<file path="config.mk">
export PLATFORM = sky130hd
export DESIGN_NAME = thw_ram
export DESIGN_NICKNAME = d
export VERILOG_FILES = /design/src/hdl/thw_ram.sv
export SDC_FILE = /design/constraint.sdc
export NUM_CORES = 1
export LEC_CHECK = 0
export BUFFER_PORTS_ARGS = -buffer_cell sky130_fd_sc_hd__buf_4
export CORE_ASPECT_RATIO = 1.5
export CORE_UTILIZATION = 58
export CTS_CLUSTER_DIAMETER = 150
export DETAILED_ROUTE_END_ITERATION = 6
export PLACE_DENSITY_LB_ADDON = 0.3
export SLEW_MARGIN = 20
export SYNTH_ARGS = -nofsm -noshare
export SYNTH_HDL_FRONTEND = slang
export SYNTH_SLANG_ARGS = --single-unit
</file>
<file path="constraint.sdc">
create_clock -name clk_i -period 2.5 [get_ports clk_i]
set_input_delay 0.5 -clock clk_i [delete_from_list [all_inputs] [get_ports clk_i]]
set_output_delay 0.5 -clock clk_i [all_outputs]
set_load 0.02 [all_outputs]
</file>
<file path="src/hdl/thw_ram.sv">
// generic single-write, single-read ram with registered read data
module thw_ram #(
  parameter int unsigned WIDTH = 8,
  parameter int unsigned DEPTH = 16
) (
  input  logic                     clk_i,
  input  logic                     we_i,
  input  logic [$clog2(DEPTH)-1:0] waddr_i,
  input  logic [WIDTH-1:0]         wdata_i,
  input  logic                     re_i,
  input  logic [$clog2(DEPTH)-1:0] raddr_i,
  output logic [WIDTH-1:0]         rdata_o
);

  logic [WIDTH-1:0] mem_q [DEPTH];
  logic [WIDTH-1:0] rdata_q;

  // write port
  always_ff @(posedge clk_i) begin
    if (we_i) begin
      mem_q[waddr_i] <= wdata_i;
    end
  end

  // registered read port
  always_ff @(posedge clk_i) begin
    if (re_i) begin
      rdata_q <= mem_q[raddr_i];
    end
  end

  assign rdata_o = rdata_q;

endmodule

</file>
After elaboration in Yosys (flattened, before gate mapping). Memory sizes are Yosys's and may differ from the RTL's. A register that Yosys moved wholly into a read port is not among the register bits. Cells that the tools add are included. W data, S select, Z words.

Input bits: 19. Output and inout port bits: 8. Register bits after elaboration: 0. RAM bits: 128. Memories kept: 1. ROM bits: 0. Word-level logic and storage cells: 3. Bits in latches: 0.

Memory list: mem_q (depth 16, bits a word 8, rd ports 1, clocked after Yosys merged registers in 1, write ports 1, line 15) `logic [WIDTH-1:0] mem_q [DEPTH];`.

Reduce and logical (&&, ||, !) cells: 0. Multiply operators: 0. Bitwise logic cells: 0. Shifts and indexed selects: 0. Add/sub/neg operators: 0. Multiplexer cells: 2. $lt $le $gt $ge: 0. Div/mod/pow operators: 0. Eq/ne operators: 0.

Operator list (count): $mux W1 (2).

Longest topological paths before layout. Gate-level depths: netlist of run 1.

Depth after elaboration: 2. Mapped depth: 5.

Worst setup path after synthesis of run 1. OpenSTA, ideal clock, no wires.

Kind: input port to flip-flop. From: in waddr_i[2]. To: mem mem_q[0][0], enable pin. Cell stages on the path: 2. Library setup time: 0.383 ns. Path slack: 0.507 ns. Data required time: 2.117 ns. Arrival: 1.610 ns. Cell sequence: or3b_2 > nor3_1.

RTL lines: start: declaration (line 8) `input logic [$clog2(DEPTH)-1:0] waddr_i,`; end: declaration (line 15).

No word-level cell before the write port.

==> results_dict.tcl, run 1 <==
set metrics [dict create \
    outcome "completed" \
    ff2ff_path_depth 3 \
    critPathKind "in2reg" \
    clock.fmax_ghz 0.566 \
    rsz0062_at_grt "no" \
    synth_xor_area_share_pct 0 \
    via_per_inst 6.11 \
    grt_max_degree 33 \
    maxCapViolCount 0 \
    syn_nets 248 \
    hp-class "in2reg" \
    ios 27 \
    final.setup_skew_ns 0.00845 \
    use_met3_pct 6.25 \
    layout_setup_ws_ns 0.734 \
    initial_core_util_pct 59.6 \
    cp-end-kind "flip-flop" \
    synthAdderAreaFrac_pct 0 \
    max_slew_margin_pct 55.1 \
    finalCriticalPeriod_ns 1.77 \
    setup_violations 0 \
    hold_slack_ns 0.393 \
    powerDensity_nw_per_um2 848 \
    gp_congestion 0.719 \
    dieHeight_um 118 \
    hold_violations 0 \
    slowest_delay_ns 0.55 \
    start_kind "input port" \
    post_cts_resized 0 \
    synth_top_family_by_area "multiplexers" \
    layout-drive-gt1-share_pct 31.4 \
    cts_sinks 136 \
    worstMarginPinSlew_ns 0.669 \
    leakagePower_nw 2.12 \
    synthCells 229 \
    worstPathCellList "buf_4 -> buf_12 -> mux4_1 -> a22oi_1 -> nand2_1" \
    route.vias.total 2482 \
    place_ws_ns 0.312 \
    antenna_left 0 \
    clock_latency_ns 0.42 \
    critPathSlowestCell "mux4_1" \
    first_pass_iters 5 \
    syn_area_um2 5230 \
    finalCritPeriodShare_pct 70.7 \
    dpl.hpwl_um 6470 \
    grt_pass1_vias 2648 \
    drtIter0Drc 222 \
    wirelength_um 9930 \
    crit_fanout 12 \
    grt_pass1_wl_um 15400 \
    synth-compound-area-share_pct 2.30 \
    whs_path_depth 1 \
    ys_types 18 \
    slew_violations 0 \
    finalNetCount 302 \
    cts_setup_buffers 0 \
    crit_required_ns 2.66 \
    fp.dieArea_um2 9400 \
    clk_path_buf_depth 2 \
    vdd_drop_max_mv 0.591 \
    cts.clk_slew.worst_paths_ns 0.06 \
    ys_warn_count 0 \
    crit_arrival_ns 1.93 \
    io_buffers 26 \
    avgSynthCellArea_um2 22.8 \
    use_met1_pct 29.2 \
    yosysSeqAreaShare_pct 78.1 \
    cts_buffers 17 \
    antenna_found_initial 0 \
    final_util_pct 71.0 \
    htreeDepth 4 \
    root_buffer "clkbuf_16" \
    track_usage_pct 24.4 \
    fin_tns_setup_ns 0 \
    die_w_um 79.5 \
    grt-busiest-layer "met2" \
    wl_per_cell_um 24.5 \
    synth-seq-cells 136 \
    yosys.area_share.simple_pct 3.14 \
    fp.coreArea_um2 8780 \
    grt-ovfl-total 0 \
    area_growth_pct 19.1 \
    drc_errors 0 \
    cts_tree "done" \
    cts_hold_buffers 0 \
    layout_commonest_cell "edfxtp_1" \
    diodes 0 \
    rows 42 \
    synth_mux_area_share_pct 14.8 \
    layout_common_cells "edfxtp_1 (136), buf_4 (43), mux4_2 (18), clkbuf_16 (17), a22oi_1 (16)" \
    gr-usage-met2_pct 40.5 \
]
[kinds of logic after synthesis]
group / count (synthesis)
flops: 136
simple gates: 35
mux: 32
compound gates: 16
buf+inv: 10
[power breakdown]
part	switching [mW]	internal [mW]
Clock	0.884	1.55
Sequential	0.0152	2.57
Combinational	0.143	0.115
Total	1.04	4.24
[final timing paths]
| kind | startpoint | endpoint | slack, ns |
|---|---|---|---|
| worst max register to register | mem_q[2][3] | rdata_o[3] | 0.98 |
| worst min-delay path | re_i | rdata_o[5] | 0.39 |
| worst min register to register | mem_q[8][2] | rdata_o[2] | 0.75 |
| worst max-delay path | raddr_i[0] | rdata_o[1] | 0.73 |
[Yosys cell counts]
master	n	share of area, %
nand2_1	9	0.65
buf_4	1	0.14
nor2b_1	1	0.12
or3b_2	1	0.17
nor3_1	4	0.38
nand3_1	1	0.096
nand3b_1	2	0.29
clkdlybuf4s25_2	3	0.57
mux4_2	18	7.8
and2b_1	1	0.14
edfxtp_1	136	78
mux4_1	14	7.0
buf_6	3	0.65
and2_1	1	0.12
nand2b_1	2	0.24
buf_2	3	0.29
a22oi_1	16	2.3
nor2_1	13	0.93
[flip-flops by register name, indices dropped and copies added, names as in the netlist]
| signal | count |
|---|---|
| rdata_o | 8 |
| mem_q | 128 |
[critical path, delay by kind of cell]
kind / cells / cell delay [ns]
mux: 1 / 0.55
compound gates: 1 / 0.31
simple gates: 1 / 0.10
buf+inv: 2 / 0.46
[through the flow]
step           total power, mW  instance area (um^2)  std cells
2_1_floorplan             2.77                  5230        229
3_3_place_gp              2.88                  5640        374
3_5_place_dp              2.89                  5640        374
4_1_cts                   5.31                  6230        406
5_1_grt                   5.41                  6230        406
6_report                  5.28                  6230        406
[metal layers]
metal	vias to the layer above	wire length, um
li1	1084	-
met1	1267	3610
met2	104	5570
met3	27	471
met4	0	283
met5	-	0
[cell type report]
| type | instances | area [um^2] |
|---|---|---|
| clock inverters | 14 | 158 |
| flip-flops and latches | 136 | 4080 |
| repair buffers | 45 | 363 |
| clock buffers | 18 | 429 |
| fillers | 512 | 2550 |
| well taps | 110 | 138 |
| multi-input cells | 83 | 1060 |
No activity file was read; power rests on OpenSTA's default activity.
==> run 2, diff against run 1 <==
--- a/config.mk
+++ b/config.mk
@@ -7,7 +7,7 @@
 export LEC_CHECK = 0
 export BUFFER_PORTS_ARGS = -buffer_cell sky130_fd_sc_hd__buf_4
 export CORE_ASPECT_RATIO = 1.5
-export CORE_UTILIZATION = 58
+export CORE_UTILIZATION = 54
 export CTS_CLUSTER_DIAMETER = 150
 export DETAILED_ROUTE_END_ITERATION = 6
 export PLACE_DENSITY_LB_ADDON = 0.3
==> constraint.sdc (replaced) <==
create_clock -name clk_i -period 1.6 [get_ports clk_i]
set_input_delay 0.32 -clock clk_i [delete_from_list [all_inputs] [get_ports clk_i]]
set_output_delay 0.32 -clock clk_i [all_outputs]
set_load 0.02 [all_outputs]
==> results_dict.tcl, run 2 (same netlist as run 1, synthesis figures left out) <==
set metrics [dict create \
    p_total_mw 8.21 \
    cts_sinks 136 \
    fp.dieArea_um2 10100 \
    cts_buffers 17 \
    worstMarginPinSlew_ns 0.701 \
    grt_max_degree 17 \
    finalNetCount 312 \
    setup_violations 0 \
    switching_share_pct 19.1 \
    first_pass_iters 5 \
    wirelength_um 9820 \
    clock_latency_ns 0.41 \
    rows 43 \
    wl_per_cell_um 23.5 \
    area_growth_pct 21.6 \
    fin_tns_setup_ns 0 \
    io_buffers 26 \
    critPathKind "reg2reg" \
    rsz0062_at_grt "no" \
    finalCriticalPeriod_ns 1.49 \
    powerDensity_nw_per_um2 1290 \
    hp-class "in2reg" \
    diodes 0 \
    power_switching_mw 1.57 \
    post_cts_resized 0 \
    hold_violations 0 \
    seq_power_share_pct 49.2 \
    final.setup_skew_ns 0.00560 \
    cp-end-kind "flip-flop" \
    hold_slack_ns 0.198 \
    htreeDepth 4 \
    final_util_pct 68.3 \
    leakagePower_nw 2.20 \
    gp_congestion 0.723 \
    max_slew_margin_pct 53.1 \
    crit_required_ns 1.76 \
    ios 27 \
    drtIter0Drc 164 \
    track_usage_pct 23.0 \
    antenna_left 0 \
    fp.coreArea_um2 9310 \
    cts_hold_buffers 0 \
    cts.clk_slew.worst_paths_ns 0.06 \
    power.share.clock_pct 45.5 \
    crit_fanout 1 \
    dpl.hpwl_um 6460 \
    initial_core_util_pct 56.2 \
    route.vias.total 2495 \
    drc_errors 0 \
    slowest_delay_ns 0.48 \
    dieHeight_um 123 \
    p_int_mw 6.64 \
    grt_pass1_wl_um 15200 \
    largest_reg_flops 128 \
    maxCapViolCount 0 \
    antenna_found_initial 0 \
    worstPathCellList "mux4_2 -> a22oi_1 -> nand2_1" \
    slew_violations 0 \
    finalCritPeriodShare_pct 92.9 \
    root_buffer "clkbuf_16" \
    grt_pass1_vias 2654 \
    start_kind "flip-flop" \
    clock.fmax_ghz 0.673 \
    crit_arrival_ns 1.64 \
    cts_setup_buffers 0 \
    cts_tree "done" \
    outcome "completed" \
    clk_path_buf_depth 2 \
    layout-drive-gt1-share_pct 33.4 \
    layout_commonest_cell "edfxtp_1" \
    vdd_drop_max_mv 1.03 \
    critPathSlowestCell "mux4_2" \
    layout_common_cells "edfxtp_1 (136), buf_4 (48), mux4_2 (18), clkbuf_16 (17), a22oi_1 (16)" \
    grt-ovfl-total 0 \
    die_w_um 82.3 \
    largest-register "mem_q" \
    p_comb_share_pct 5.4 \
    via_per_inst 5.98 \
]
==> run 2: cell type report <==
| type | instances | area (um^2) |
|---|---|---|
| well taps | 112 | 140 |
| repair buffers | 55 | 500 |
| clock inverters | 10 | 129 |
| multi-input cells | 83 | 1060 |
| flip-flops and latches | 136 | 4080 |
| fillers | 571 | 2950 |
| clock buffers | 21 | 440 |
==> run 2: worst paths after layout <==
path,start,depth (start not counted),slack (ns),to
setup reg to reg,mem_q[3][6],3,0.11,rdata_o[6]
hold reg to reg,mem_q[15][2],3,0.74,rdata_o[2]
hold / removal,re_i,1,0.20,rdata_o[3]
setup / recovery,mem_q[3][6],3,0.11,rdata_o[6]
==> run 2: power groups by stage <==
stage               clock, mW  sequential (mW)  combinational [mW]
global placement            0             4.10               0.435
global route             3.92             4.04               0.475
CTS                      3.78             4.04               0.448
detailed placement          0             4.11               0.445
floorplan                   0             4.13               0.205
finish                   3.73             4.04               0.439
==> run 2: per-stage QoR <==
| stage | setup WS (ns) | area, um^2 | cells |
|---|---|---|---|
| after global placement | -0.171 | 5790 | 386 |
| final | 0.114 | 6360 | 417 |
| after global routing | 0.0784 | 6360 | 417 |
| after floorplan | 0.00404 | 5240 | 229 |
| after detailed placement | -0.186 | 5790 | 386 |
| after CTS | 0.127 | 6360 | 417 |
==> run 2: layer usage <==
layer	up-vias	track usage (%)	part of all wire (%)
met4	0	8.99	2.3
met1	1291	28.9	37
met5	-	0	0
li1	1105	-	-
met3	17	6.32	5.8
met2	82	37.6	55
==> run 2: critical path, delay by kind of cell (launching register included) <==
family / cells / cell delay, ns
DFF: 1 / 0.38
AOI/OAI and AO/OA: 1 / 0.28
and+or+nand+nor: 1 / 0.09
muxes: 1 / 0.48
