<file path="src/hdl/thw_pkg.sv">
// shared constants, types and helpers for the hypothesis weighting core
package thw_pkg;

  localparam int unsigned NumHyp   = 65536;
  localparam int unsigned AddrW    = $clog2(NumHyp);
  localparam int unsigned WeightW  = 33;
  localparam int unsigned FactorW  = 16;
  localparam int unsigned TotalW   = WeightW + AddrW;
  localparam int unsigned RecipW   = 64;
  localparam int unsigned HalfW    = RecipW / 2;
  localparam int unsigned ProdW    = WeightW + HalfW;
  localparam int unsigned InDataW  = 56;
  localparam int unsigned OutDataW = 40;

  localparam logic [WeightW-1:0] OneQ32       = {1'b1, {(WeightW-1){1'b0}}};
  localparam logic [FactorW-1:0] FactorReset  = 16'd32768;
  localparam logic [AddrW-1:0]   LastIdx      = AddrW'(NumHyp - 1);

  typedef enum logic [1:0] {
    OP_LOAD   = 2'd0,
    OP_UPDATE = 2'd1,
    OP_QUERY  = 2'd2
  } op_e;

  typedef enum logic [3:0] {
    ST_IDLE,
    ST_LOAD,
    ST_SCALE,
    ST_SCALE_WAIT,
    ST_DIV,
    ST_RESC,
    ST_RESC_WAIT,
    ST_QUERY,
    ST_QUERY_WAIT,
    ST_FINISH
  } state_e;

  // prediction of hypothesis a for trait index sel
  function automatic logic hyp_bit(input logic [AddrW-1:0] a, input logic [3:0] sel);
    logic [15:0] ext;
    ext = 16'(a);
    return ext[sel];
  endfunction

endpackage

</file>
<file path="src/hdl/thw_recip.sv">
// restoring divider forming floor(2^64 / total), one quotient bit per cycle
module thw_recip (
  input  logic                       clk_i,
  input  logic                       rst_ni,
  input  logic                       start_i,
  input  logic [thw_pkg::TotalW-1:0] total_i,
  output logic                       done_o,
  output logic [thw_pkg::RecipW-1:0] recip_o
);
  import thw_pkg::*;

  localparam int unsigned StepW = $clog2(RecipW + 1);

  logic               busy_q;
  logic [StepW-1:0]   step_q;
  logic [TotalW:0]    rem_q;
  logic [TotalW:0]    rem_sh;
  logic [TotalW:0]    rem_sub;
  logic               qbit;
  logic [RecipW-1:0]  quot_q;
  logic               done_q;

  // numerator is a single one at the top bit position
  always_comb begin
    rem_sh  = {rem_q[TotalW-1:0], (step_q == StepW'(RecipW))};
    qbit    = (rem_sh >= {1'b0, total_i});
    rem_sub = rem_sh - {1'b0, total_i};
  end

  // control
  always_ff @(posedge clk_i or negedge rst_ni) begin
    if (!rst_ni) begin
      busy_q <= 1'b0;
      step_q <= '0;
      done_q <= 1'b0;
    end else begin
      done_q <= 1'b0;
      if (start_i) begin
        busy_q <= 1'b1;
        step_q <= StepW'(RecipW);
      end else if (busy_q) begin
        if (step_q == '0) begin
          busy_q <= 1'b0;
          done_q <= 1'b1;
        end else begin
          step_q <= step_q - 1'b1;
        end
      end
    end
  end

  // datapath
  always_ff @(posedge clk_i) begin
    if (start_i) begin
      rem_q  <= '0;
      quot_q <= '0;
    end else if (busy_q) begin
      rem_q  <= qbit ? rem_sub : rem_sh;
      quot_q <= {quot_q[RecipW-2:0], qbit};
    end
  end

  assign done_o  = done_q;
  assign recip_o = quot_q;

endmodule

</file>
<file path="config.mk">
export PLATFORM = sky130hd
export DESIGN_NAME = thw_recip
export DESIGN_NICKNAME = d
export VERILOG_FILES = /design/src/hdl/thw_pkg.sv /design/src/hdl/thw_recip.sv
export SDC_FILE = /design/constraint.sdc
export NUM_CORES = 1
export LEC_CHECK = 0
export BUFFER_PORTS_ARGS = -buffer_cell sky130_fd_sc_hd__buf_2
export CORE_ASPECT_RATIO = 1.4
export CORE_MARGIN = 4
export CORE_UTILIZATION = 58
export DETAILED_ROUTE_END_ITERATION = 6
export PLACE_DENSITY_LB_ADDON = 0.15
export SYNTH_ARGS = -nofsm -noshare
export SYNTH_HDL_FRONTEND = slang
export SYNTH_SLANG_ARGS = --single-unit
</file>
<file path="constraint.sdc">
create_clock -name clk_i -period 3.96 [get_ports clk_i]
set_input_delay 0.792 -clock clk_i [delete_from_list [all_inputs] [get_ports clk_i]]
set_output_delay 0.792 -clock clk_i [all_outputs]
set_load 0.01 [all_outputs]
</file>
# Word-level counts from Yosys, hierarchy flattened
# Cells that the tools add are included.
[word_totals]
ff_bits = 122
inputBits = 52
out_inout_bits = 65
word_cells = 23
[classes]
n_addsub = 2
n_lt_le_gt_ge = 1
eq_ne = 2
n_mux = 10
reduce_logical = 3
[op_table]
columns = ["op", "n"]
rows = [
  ["greater-or-equal comparator 50 x 49 -> 1 bit", 1],
  ["two-way mux 49 bit", 1],
  ["subtractor 49 bit", 1],
  ["two-way mux 7 bit", 3],
  ["equality test 7 bit, second input constant", 1],
  ["logical NOT 7 bit", 1],
  ["subtractor 7 x 1 -> 7 bit, second input constant", 1],
  ["two-way mux 1 bit", 6],
  ["!= test 2 bit, second input constant", 1],
  ["AND reduction 2 bit", 1],
  ["nonzero test 2 bit", 1],
]

# Logic depth before layout (Yosys ltp)
# Gate-level depths: netlist of the first run.
[depth]
ltp_word = 4
depth_mapped = 18
mapped_depth_nobuf = 16

# Least setup slack after synthesis of the first run
# OpenSTA, ideal clock, no wires.
[synth_path]
path_kind = "input to register"
start = "in total_i[0] (netlist bit)"
end = "reg rem_q[0]"
setup_time_ns = 0.086
t_arrival_ns = 3.547
t_required_ns = 3.874
path_slack_ns = 0.327
cell_stages = 13
path_buffers = 1
path_cell_list = "ha_1 > inv_1 > fa_1 > a21o_1 > a311oi_1 > o21a_1 > a211oi_2 > o311a_1 > o21ai_1 > nor3b_2 > buf_4 > mux2_2 > a211oi_1"
[synth_between]
elab_chain_cells = 2
elab_cells_between_ends = 3
classes_between = "1 x add/sub; 1 x order compare; 1 x mux"
[synth_lines]
columns = ["item", "line_no", "source"]
rows = [
  ["start: declaration", "thw_recip.sv:6", "input logic [thw_pkg::TotalW-1:0] total_i,"],
  ["subtractor 49 bit or greater-or-equal comparator 50 x 49 -> 1 bit (tied branches)", "thw_recip.sv:27, thw_recip.sv:26", ""],
  ["two-way mux 49 bit (*)", "thw_recip.sv:58", "rem_q <= qbit ? rem_sub : rem_sh;"],
  ["end signal: assignment", "thw_recip.sv:58", ""],
  ["end: declaration", "thw_recip.sv:16", "logic [TotalW:0] rem_q;"],
]
# Mark *: on every way between the ends. The rest lies on a longest branch, timed or not.
# A chain may end at the register's enable or synchronous reset.

# Worst setup path in the final report of the first run
[layout_path]
start = "reg step_q[0]"
end = "reg rem_q[0]"
[layout_between]
elab_chain_cells = 3
elab_cells_between_ends = 4
classes_between = "1 x add/sub; 1 x order compare; 1 x eq/ne; 1 x mux"
[layout_lines]
columns = ["item", "line_no", "source"]
rows = [
  ["start: declaration", "thw_recip.sv:15", "logic [StepW-1:0] step_q;"],
  ["start signal: assignment", "thw_recip.sv:40", "step_q <= StepW'(RecipW);"],
  ["start signal: assignment", "thw_recip.sv:46", "step_q <= step_q - 1'b1;"],
  ["equality test 7 bit (*)", "thw_recip.sv:25", "rem_sh = {rem_q[TotalW-1:0], (step_q == StepW'(RecipW))};"],
  ["subtractor 49 bit or greater-or-equal comparator 50 x 49 -> 1 bit (tied branches)", "thw_recip.sv:27, thw_recip.sv:26", ""],
  ["two-way mux 49 bit (*)", "thw_recip.sv:58", ""],
]
# Marked as above.

==> results.txt, run 1 <==
The total number of nets in the final design came out at 1191. Buffers placed on the I/O ports in this run total 116. In this run the core area contains 49 standard-cell rows. The run finished with clean final reports.

Synthesis produced a netlist with a net count of 1062. The final hold violation count came out at 0. Most frequent cell after synthesis: sky130_fd_sc_hd__nor2_1. The logs give 0 for the total number of yosys warnings and 0 for the final-report setup violation count.

Yosys mapped a number of flops with a built-in enable equal to 0. In this run the remaining antenna-violating nets after routing total 0. The effective utilization at floorplan is 59.9%. In the final routed layout, each cell accounts on average for 15.5 um. By count the netlist is led by sky130_fd_sc_hd__nor2_1 (171), sky130_fd_sc_hd__dfxtp_1 (113), sky130_fd_sc_hd__mux2i_1 (81), sky130_fd_sc_hd__a21oi_1 (78), sky130_fd_sc_hd__inv_1 (60). Compared with the post-synthesis result, the final layout area differs by 20.8%. The tools report the pin count of the biggest net entering global routing as 106. After technology mapping, the gate count stands at 958. In the routed layout, each cell is associated on average with a via count of 5.74. After synthesis, flip-flops and latches occupy 32.0% of the total area. The tree is rooted in a sky130_fd_sc_hd__clkbuf_16.

TritonCTS built the clock tree. Summing all non-filler instances in the final layout gives an area of 9400 um2. The logs give 7335 for the vias after detailed routing and 0 ns for the total negative setup slack. STA puts the critical path data required time at 4.29 ns. The logs give 7780 um2 for the netlist area before placement and 0.41 ns for the clock latency at the later pin of the worst-skew pair. The fraction of post-synthesis cell area in the top cell type by area is 29.1%, and the x dimension of the die is 106 um. The die covers 15400 um2.

Summed over all layers, the routed wires come to 19.9 mm. Via count of the first global-routing pass: 7114. OpenSTA, run right after detailed placement, puts the worst setup slack at -0.00405 ns. The tools report the core utilization of the finished layout as 72.3%. The first global-routing pass estimated 32.5 mm of wire.

The async set-reset flop share out of synthesis works out to 7.38%. Timing would allow up to 0.261 GHz. The number of hold buffers added after CTS was 0.

Count of filler cells inserted in the layout: 1086. Across all setup checks in the final design, the least slack found is 0.133 ns. The power density of the placed cells is 741 nW/um2, and the half-perimeter wire length after placement is 14.1 mm. The synthesized design spends more area on one cell type than any other, namely sky130_fd_sc_hd__dfxtp_1. Among all flip-flop cells after synthesis, the most frequent one is sky130_fd_sc_hd__dfxtp_1. The number of antenna violations at the first check in global routing came out at 0.

The worst hold path belongs to the class in2async. The tools report the count of cell types in the netlist as 64. The aggregate global-route resource usage is 25.2%, and the standby leakage power is 0.00482 uW.

The post-synthesis sequential element count is 122, and the number of DRC markers after the initial detailed-route iteration is 356. The H-tree was split into 4 levels. The first detailed-routing pass ran for 5 iterations. The transition time at the pin with the least slew margin came out at 0.601 ns.

STA classifies the critical path startpoint as a flip-flop. The maximum root-to-sink buffer count is 2, and the setup clock skew after layout is 0.00827 ns. The die height is 145 um, and the core region area is 13000 um2.

Subtracting the final worst setup slack from the clock period gives 3.83 ns. The placed cell area was 8620 um2; the fraction of final layout cells sized beyond drive strength 1 was 19.7%. The clock input transition at the sequential cells of the worst setup and hold paths came out at 0.06 ns.

By startpoint and endpoint, the worst setup path is classified as reg2reg. Summed over all layers, the global routing overflow is 0. A synthesized cell averages 8.12 um2.

Buffers inserted during clock tree synthesis total 17. DRC violation count after routing: 0. The repair_antennas step left the layout with diodes totalling 0. Summing internal, switching and leakage power gives 6970 uW. The clock net sink count is 122, and the maximum fanout encountered on the critical timing path is 7. In the finished design, the share of the clock period the worst path needs comes to 96.6%. The max-slew violation total from the final report came out at 0. Routability-driven placement finished with a final weighted congestion of 0.896. The run gives 4.16 ns as the data arrival time of the worst path.

The worst setup path is captured at a flip-flop. The run gives 60.0% as the relative max-transition margin. Sorting the synthesized cells by area gives the leading types as sky130_fd_sc_hd__dfxtp_1 (29%), sky130_fd_sc_hd__mux2i_1 (10%), sky130_fd_sc_hd__nor2_1 (8.3%).

The number of max-capacitance violations reported is 0, and the worst ir drop on vdd is 442 uV. In this run the count of I/O pins placed on the die edge is 117.
## cell families after synthesis
kind of cell    Yosys count  share of synthesized area (%)
compound gates          241                           20.7
xor+xnor                 45                           5.07
fa+ha+maj                52                           8.46
buf+inv                 112                           5.84
flops                   122                           32.0
mux                      83                           10.7
simple gates            303                           17.3
## metal layers
metal / vias up / wire, um / track usage [%] / part of all wire, %
met3: 49 / 888 / 5.02 / 4.5
li1: 3659 / - / - / -
met2: 176 / 10400 / 45.2 / 52
met5: - / 0 / 0 / 0
met4: 0 / 622 / 11.1 / 3.1
met1: 3451 / 7960 / 28.5 / 40
## power by group
part	switching [uW]	internal, uW
clock network	603	943
logic	2010	1680
registers	242	1480
## placed cells by master (no fill, tap or decap), types with 12 or more instances in the layout
master,netlist,routed
sky130_fd_sc_hd__a211oi_1,44,43
sky130_fd_sc_hd__clkbuf_16,0,19
sky130_fd_sc_hd__xor2_1,16,16
sky130_fd_sc_hd__o21ai_0,31,31
sky130_fd_sc_hd__nand3_1,12,12
sky130_fd_sc_hd__buf_2,3,115
sky130_fd_sc_hd__xnor2_1,29,29
sky130_fd_sc_hd__inv_1,60,60
sky130_fd_sc_hd__buf_4,4,41
sky130_fd_sc_hd__nand4_1,12,12
sky130_fd_sc_hd__dfxtp_1,113,113
sky130_fd_sc_hd__ha_1,51,50
sky130_fd_sc_hd__mux2i_1,81,80
sky130_fd_sc_hd__a21oi_1,78,78
sky130_fd_sc_hd__nor2_1,171,170
sky130_fd_sc_hd__nand2_1,50,50
sky130_fd_sc_hd__a21o_1,23,23
## critical path: stages (launching register included)
cell,delay [ns]
sky130_fd_sc_hd__dfrtp_1,0.38
sky130_fd_sc_hd__inv_1,0.08
sky130_fd_sc_hd__ha_1,0.21
sky130_fd_sc_hd__nand3_1,0.09
sky130_fd_sc_hd__ha_2,0.18
sky130_fd_sc_hd__inv_1,0.05
sky130_fd_sc_hd__fa_1,0.39
sky130_fd_sc_hd__a21o_1,0.21
sky130_fd_sc_hd__a311oi_2,0.26
sky130_fd_sc_hd__o21a_1,0.17
sky130_fd_sc_hd__a211oi_2,0.10
sky130_fd_sc_hd__o311a_1,0.35
sky130_fd_sc_hd__o21ai_1,0.13
sky130_fd_sc_hd__nor3b_4,0.42
sky130_fd_sc_hd__buf_12,0.19
sky130_fd_sc_hd__mux2_2,0.33
sky130_fd_sc_hd__a211oi_1,0.21
## registers in the layout, summed over array words and instances, names as in the netlist
| name | flops |
|---|---|
| recip_o | 64 |
| step_q | 7 |
| done_o | 1 |
| busy_q | 1 |
| rem_q | 49 |
## layout make-up
cell class | instances | area (um2) | share of cell area, %
Clock buffer | 21 | 482 | 5.13
Clock inverter | 11 | 109 | 1.16
Sequential cell | 122 | 2490 | 26.5
Tap cell | 178 | 223 | 2.37
Multi-Input combinational cell | 724 | 4890 | 52.0
Inverter | 61 | 229 | 2.44
Timing Repair Buffer | 161 | 980 | 10.4
## stage by stage
step / cells / hold WS, ns
after global routing: 1278 / 0.219
after floorplan: 958 / 0.450
after global placement: 1231 / 0.472
after detailed placement: 1231 / 0.490
after CTS: 1263 / 0.218
final: 1278 / 0.220
## worst paths after layout
kind	startpoint	endpoint	slack, ns	cells after the start
setup reg to reg	step_q[0]$_DFFE_PN0P_	rem_q[0]$_SDFFE_PP0P_	0.13	16
hold / removal	rst_ni	step_q[5]$_DFFE_PN0P_	0.22	1
min in group clk_i	rem_q[46]$_SDFFE_PP0P_	rem_q[47]$_SDFFE_PP0P_	0.50	2
max in group asynchronous	rst_ni	busy_q$_DFF_PN0_	3.54	1
setup / recovery	step_q[0]$_DFFE_PN0P_	rem_q[0]$_SDFFE_PP0P_	0.13	16
hold reg to reg	rem_q[46]$_SDFFE_PP0P_	rem_q[47]$_SDFFE_PP0P_	0.50	2
## repair_timing
action	in CTS	in global routing
setup endpoints to repair	1	42
setup buffers	0	14
resized for setup	1	13
cloned	0	1
pin swaps	0	9
(Power assumes the default switching activity.)
==> run 2: changes to the inputs <==
MAX_ROUTING_LAYER = met4   (was not set)
==> run 2 against run 1 <==
  * Clock power is essentially flat
  * Sequential power is essentially flat
  * Power is essentially flat
==> results.txt, run 2 (synthesis gave the netlist of run 1 again) <==
Traced cell by cell, the critical path runs through inv_1 -> ha_1 -> nand3_1 -> ha_2 -> inv_1 -> fa_1 -> a21o_1 -> a311oi_2 -> o21a_1 -> a211oi_2 -> o311a_1 -> o21ai_1 -> nor3b_4 -> buf_12 -> mux2_2 -> a211oi_1. The fraction of final layout cells sized beyond drive strength 1 came out at 19.7% (unchanged). The clock latency at the later pin of the worst-skew pair is 0.42 ns (about the same), and the antenna violation net count after detailed routing is 0 (unchanged). For the upper clock frequency limit, the log shows 0.262 GHz (+0.23%).

The count of pins on the block boundary was 117 (unchanged); the shortest clock period the worst path allows after layout was 3.82 ns (-0.00880 ns). The run gives 443 uV (about the same) as the worst ir drop on vdd. For the diode insertion count for antenna repair, the log shows 0 (unchanged).

Routed via count divided by cell count: 5.75 (+0.12%). The number of cells in the design after placement was 1231 (unchanged); the count of non-filler cells in the finished layout was 1278 (unchanged). The startpoint of the most critical register-to-register path was step_q[0]$_DFFE_PN0P_.

The tools report the max-slew violation total from the final report as 0 (unchanged). The half-perimeter wire length after placement is 14.1 mm (unchanged). The critical path's most frequent cell was sky130_fd_sc_hd__inv_1.

The number of port buffers came out at 116 (unchanged). The number of DRC markers after the initial detailed-route iteration is 404 (+13%). The count of filler cells inserted in the layout was 1086 (unchanged). The die height was 145 um (unchanged); the required time at the worst-slack endpoint was 4.29 ns (about the same). For the global-route congestion overflow total, the log shows 0 (unchanged). Placed cell area: 8620 um2 (unchanged).

The core region area came out at 13000 um2 (unchanged). The tools report the total number of nets in the final design as 1191 (unchanged). The maximum single-stage delay on the critical path was 0.42 ns (about the same); the share of the clock period used by the worst path after layout was 96.4% (-0.22 points). The standby leakage power is 0.00482 uW (unchanged), and the final-report setup violation count is 0 (unchanged). The run finished with clean final reports. Nature of the critical path startpoint: a flip-flop. The power density of the placed cells came out at 742 nW/um2 (about the same).

The run gives 122 (unchanged) as the clock net sink count. Aggregate global-route resource usage: 25.9% (+0.77 points). The x dimension of the die was 106 um (unchanged).

The endpoint identified for the worst register-to-register timing path is rem_q[0]$_SDFFE_PP0P_. The routed wirelength normalized by instance count is 15.6 um (+0.37%), and the global-route wire length before repair is 32.5 mm (about the same). STA classifies the critical path endpoint as a flip-flop.

The maximum fanout encountered on the critical timing path came out at 7 (unchanged). For the final weighted congestion in routability-driven placement, the log shows 0.911 (+1.7%). The number of flip-flops in the largest register came out at 64 (unchanged).

The logs give 9400 um2 (unchanged) for the cell area after layout and 59.9% (unchanged) for the effective utilization at floorplan. The commonest non-fill, non-tap cell in the layout is sky130_fd_sc_hd__nor2_1. For the data arrival time of the worst path, the log shows 4.15 ns (about the same). The area added between synthesis and finish is 20.8% (unchanged).

The type of the setup path with the least slack is reg2reg. The logs give 7106 (-0.11%) for the via count of the first global-routing pass and 0 (unchanged) for the final hold violation count. The total wire length came out at 19.9 mm (+0.37%).

The tightest min-delay check is of the in2async type. The logs give 0 (unchanged) for the number of antenna violations at the first check in global routing and 0.218 ns (-0.00210 ns) for the hold slack. Pin count of the biggest net entering global routing: 106 (unchanged). The maximum root-to-sink buffer count was 2 (unchanged). The DRC violation count after routing came out at 0 (unchanged). Largest delay contributor family on the critical path: compound AO/OA/AOI/OAI gates.

In this run the clock root is driven by a sky130_fd_sc_hd__clkbuf_16. The total CTS buffers was 17 (unchanged); the clock input transition at the sequential cells of the worst setup and hold paths was 0.06 ns (about the same). Number of max-capacitance violations reported: 0 (unchanged). The relative max-transition margin is 59.8% (-0.17 points). The H-tree depth is 4 (unchanged). The iteration count of the initial detailed-routing pass was 6 (+1). In the layout the commonest cells are sky130_fd_sc_hd__nor2_1 (170), sky130_fd_sc_hd__buf_2 (115), sky130_fd_sc_hd__dfxtp_1 (113), sky130_fd_sc_hd__mux2i_1 (80), sky130_fd_sc_hd__a21oi_1 (78). TritonCTS built the clock tree.

The run gives 0.00854 ns (+0.000270 ns) as the setup clock skew after layout. The core utilization of the finished layout was 72.3% (unchanged). The cell count of the worst reg-to-reg path is 16 (unchanged). The run gives 49 (unchanged) as the placement row count. For the vias after detailed routing, the log shows 7344 (+0.12%). The transition time at the pin with the least slew margin is 0.603 ns (+0.00250 ns), and the register-to-register setup slack is 0.14 ns (about the same). The tools report the die area as 15400 um2 (unchanged).

Buffer and inverter count on the worst path: 3 (unchanged). On the critical path, the stage with the largest delay is an instance of sky130_fd_sc_hd__nor3b_4. The run gives 6980 uW (about the same) as the overall power of the completed layout.
-- run 2: repair_timing --
action                     CTS  global route
hold buffers                 0             0
setup endpoints to repair    1            42
gates cloned                 0             1
buffers inserted             0            14
pin swaps                    0             9
gates resized for setup      1            13
-- run 2: layout make-up --
class                   instances  area [um2]  area share, %
clock buffers                  21         482           5.13
clock inverters                11         109           1.16
inverters                      61         229           2.44
multi-input cells             724        4890           52.0
flip-flops and latches        122        2490           26.5
well taps                     178         223           2.37
repair buffers                161         980           10.4
-- run 2: metal layers --
layer,track usage (%),vias up,share of wire [%]
li1,-,3649,-
met1,29.2,3462,41
met2,45.1,181,52
met3,4.22,52,4.0
met4,11.1,0,2.9
met5,-,-,0
-- run 2: through the flow --
step,setup TNS [ns],worst slack (ns)
floorplan,0,0.327
global placement,0,0.0273
detailed placement,-0.00405,-0.00405
CTS,0,0.0253
global route,-0.259,-0.0593
finish,0,0.142
-- run 2: how the worst max path moves through the flow --
stage	startpoint	slack, ns	end	cells past startpoint
2_1_floorplan	total_i[0]	0.33	rem_q[0]$_SDFFE_PP0P_	13
3_3_place_gp	total_i[0]	0.03	rem_q[1]$_SDFFE_PP0P_	15
3_5_place_dp	total_i[0]	-0.004	rem_q[1]$_SDFFE_PP0P_	15
4_1_cts	step_q[2]$_DFFE_PN0P_	0.03	rem_q[43]$_SDFFE_PP0P_	14
5_1_grt	step_q[0]$_DFFE_PN0P_	-0.06	rem_q[37]$_SDFFE_PP0P_	19
6_report	step_q[0]$_DFFE_PN0P_	0.14	rem_q[0]$_SDFFE_PP0P_	16
-- run 2: report_power, final --
part | total (uW) | leakage, uW | internal, uW | switching, uW
logic | 3700 | 0.00350 | 1680 | 2020
registers | 1730 | 0.00103 | 1480 | 242
clock network | 1550 | 0.000290 | 943 | 606
total | 6980 | 0.00482 | 4110 | 2860
==> run 3: changes to the inputs <==
PLACE_DENSITY = 0.89   (was not set)
PLACE_DENSITY_LB_ADDON = not set   (was 0.15)
==> run 3 against run 2 <==
  * Clock power grew 3%
  * Final cell count shrank 0.63%
  * Final area shrank 0.45%
  * Worst hold slack lost 0.0068 ns
  * Highest routed layer unchanged
==> results.txt, run 3 (synthesis gave the netlist of run 1 again) <==
The maximum root-to-sink buffer count came out at 2 (unchanged). The signal on the critical path passes through inv_1 -> ha_1 -> nand3_4 -> ha_4 -> inv_1 -> fa_2 -> a21o_1 -> a311oi_2 -> o21a_1 -> a211oi_2 -> o311a_1 -> o21ai_1 -> nor3b_4 -> buf_6 -> mux2_2 -> a211oi_1. The number of stages on the worst setup path is 16 (unchanged).

The cell count of the worst reg-to-reg path is 16 (unchanged), and the iteration count of the initial detailed-routing pass is 6 (unchanged). The data arrival time of the worst path came out at 4.20 ns (+0.05 ns). In this design, the largest share of critical-path delay is due to compound AO/OA/AOI/OAI gates. The routed via count divided by cell count was 5.95 (+3.5%). The shortest clock period the worst path allows after layout is 3.88 ns (+0.0628 ns), and the half-perimeter wire length after placement is 14.9 mm (+5.6%). The tools report the nature of the critical path startpoint as a flip-flop. The clock input transition at the sequential cells of the worst setup and hold paths was 0.07 ns (about the same).

The antenna violation net count after detailed routing is 0 (unchanged), and the buffer and inverter count on the worst path is 3 (unchanged). The total CTS buffers is 17 (unchanged), and the area added between synthesis and finish is 20.3%. The setup clock skew after layout is 0.0106 ns (+0.00209 ns). The library cell used most frequently in the layout, excluding fill and tap cells, is sky130_fd_sc_hd__nor2_1. The logs give 7554 (+2.9%) for the vias after detailed routing and 0 (unchanged) for the number of antenna violations at the first check in global routing.

The slowest stage of the critical path is the sky130_fd_sc_hd__dfrtp_1 cell. Global-route congestion overflow total: 0 (unchanged). The placement row count was 49 (unchanged). The register-to-register setup slack came out at 0.08 ns (-0.06 ns).

The total wire length came out at 21.5 mm (+8.0%). The required time at the worst-slack endpoint is 4.28 ns (about the same), and the count of pins on the block boundary is 117 (unchanged). Upper clock frequency limit: 0.258 GHz (-1.6%). The die height is 145 um (unchanged), and the transition time at the pin with the least slew margin is 0.923 ns (+0.319 ns). Type of the most critical hold path: in2async. The logs give 72.0% (-0.33 points) for the core utilization of the finished layout and 0 ns (unchanged) for the total negative setup slack. The overall power of the completed layout is 6940 uW (-0.54%). The power density of the placed cells is 741 nW/um2 (about the same), and the total number of nets in the final design is 1183 (-0.67%). The number of max-capacitance violations reported was 0 (unchanged).

The final weighted congestion in routability-driven placement came out at 0.947 (+3.9%). The H-tree depth was 4 (unchanged). The worst register-to-register path begins at step_q[1]$_DFFE_PN0P_. The library cells used most frequently in the layout, excluding fill and tap cells, are sky130_fd_sc_hd__nor2_1 (170), sky130_fd_sc_hd__buf_2 (115), sky130_fd_sc_hd__dfxtp_1 (113), sky130_fd_sc_hd__mux2i_1 (81), sky130_fd_sc_hd__a21oi_1 (78).

TritonCTS built the clock tree. The via count of the first global-routing pass was 7650 (+7.7%); the count of non-filler cells in the finished layout was 1270 (-0.63%). The count of hold buffers inserted by post-cts repair was 0 (unchanged); the standby leakage power was 0.00477 uW (-0.96%). For the worst ir drop on vdd, the log shows 409 uV (-7.7%).

The core region area is 13000 um2 (unchanged). In this run the clock root is driven by a sky130_fd_sc_hd__clkbuf_16. The x dimension of the die was 106 um (unchanged); the maximum single-stage delay on the critical path was 0.42 ns (about the same). For the final-report setup violation count, the log shows 0 (unchanged). The global-route wire length before repair was 35.1 mm (+7.8%); the number of DRC markers after the initial detailed-route iteration was 535 (+32%). The maximum fanout encountered on the critical timing path was 6 (-1). Element type at the critical path end: a flip-flop.

The die area was 15400 um2 (unchanged). The fraction of final layout cells sized beyond drive strength 1 came out at 19.5% (-0.22 points). The flow ran to the end, and the final reports show no timing, DRC or antenna violations. The relative max-transition margin was 38.5% (-21 points).

The tools report the number of cells in the design after placement as 1231 (unchanged). For the diode insertion count for antenna repair, the log shows 0 (unchanged). The effective utilization at floorplan is 59.9% (unchanged).

The cell that appears most often on the critical path is sky130_fd_sc_hd__inv_1. The tools report the max-slew violation total from the final report as 0 (unchanged). The type of the setup path with the least slack was reg2reg. Critical register-to-register path endpoint: rem_q[0]$_SDFFE_PP0P_. For the clock net sink count, the log shows 122 (unchanged).

The final hold violation count is 0 (unchanged), and the pin count of the biggest net entering global routing is 80 (-25%). The clock latency at the later pin of the worst-skew pair is 0.43 ns (about the same). For the DRC violation count after routing, the log shows 0 (unchanged).

The aggregate global-route resource usage is 28.3% (+2.4 points). The share of the clock period used by the worst path after layout works out to 98.0% (+1.6 points). The tools report the count of filler cells inserted in the layout as 998 (-8.1%).

The number of flip-flops in the largest register works out to 64 (unchanged). The routed wirelength normalized by instance count was 16.9 um (+8.6%); the number of port buffers was 116 (unchanged).
==> run 3: changes by cell type in the layout (fill, tap and decap cells not counted), sizes merged <==
cell	delta
clkinv	-2
buf	-7
clkinvlp	+1
inv	+5
clkbuf	-5
==> run 3: cell type report <==
cell class                      instances  area [um2]  area share, %
Clock buffer                           17         425           4.55
Clock inverter                         15         178           1.90
Inverter                               61         229           2.45
Multi-Input combinational cell        724        4930           52.7
Sequential cell                       122        2490           26.6
Tap cell                              178         223           2.38
Timing Repair Buffer                  153         881           9.41
==> run 3: what timing repair did <==
item                                    4_1_cts  5_1_grt
gates cloned                                  0        0
endpoints found under the setup margin       10       49
pin swaps                                     0        8
setup buffers                                 2        6
gates resized for setup                       2       16
==> run 3: worst max path at each step <==
stage	start	endpoint	slack, ns
floorplan	total_i[0]	rem_q[0]$_SDFFE_PP0P_	0.33
global placement	total_i[0]	rem_q[12]$_SDFFE_PP0P_	0.06
detailed placement	total_i[0]	rem_q[0]$_SDFFE_PP0P_	-0.06
CTS	step_q[2]$_DFFE_PN0P_	rem_q[43]$_SDFFE_PP0P_	0.002
global route	step_q[1]$_DFFE_PN0P_	rem_q[0]$_SDFFE_PP0P_	-0.09
finish	step_q[1]$_DFFE_PN0P_	rem_q[0]$_SDFFE_PP0P_	0.08
==> run 3: power breakdown <==
group,switching (uW),total [uW],internal [uW]
combinational,2010,3580,1570
clock,700,1600,903
sequential,273,1760,1480
total,2980,6940,3960
==> run 3: stage by stage <==
step,worst slack [ns],cell area [um2],hold slack [ns]
6_report,0.0792,9360,0.211
5_1_grt,-0.0950,9360,0.213
2_1_floorplan,0.327,7780,0.450
3_3_place_gp,0.0602,8610,0.470
3_5_place_dp,-0.0647,8610,0.482
4_1_cts,0.00204,9230,0.210
==> run 3: layer usage <==
layer	GRT usage [%]	vias to the layer above	wire, um
li1	-	3658	-
met5	-	-	0
met1	30.2	3525	8340
met4	14.3	0	869
met2	49.1	286	11100
met3	6.00	85	1170
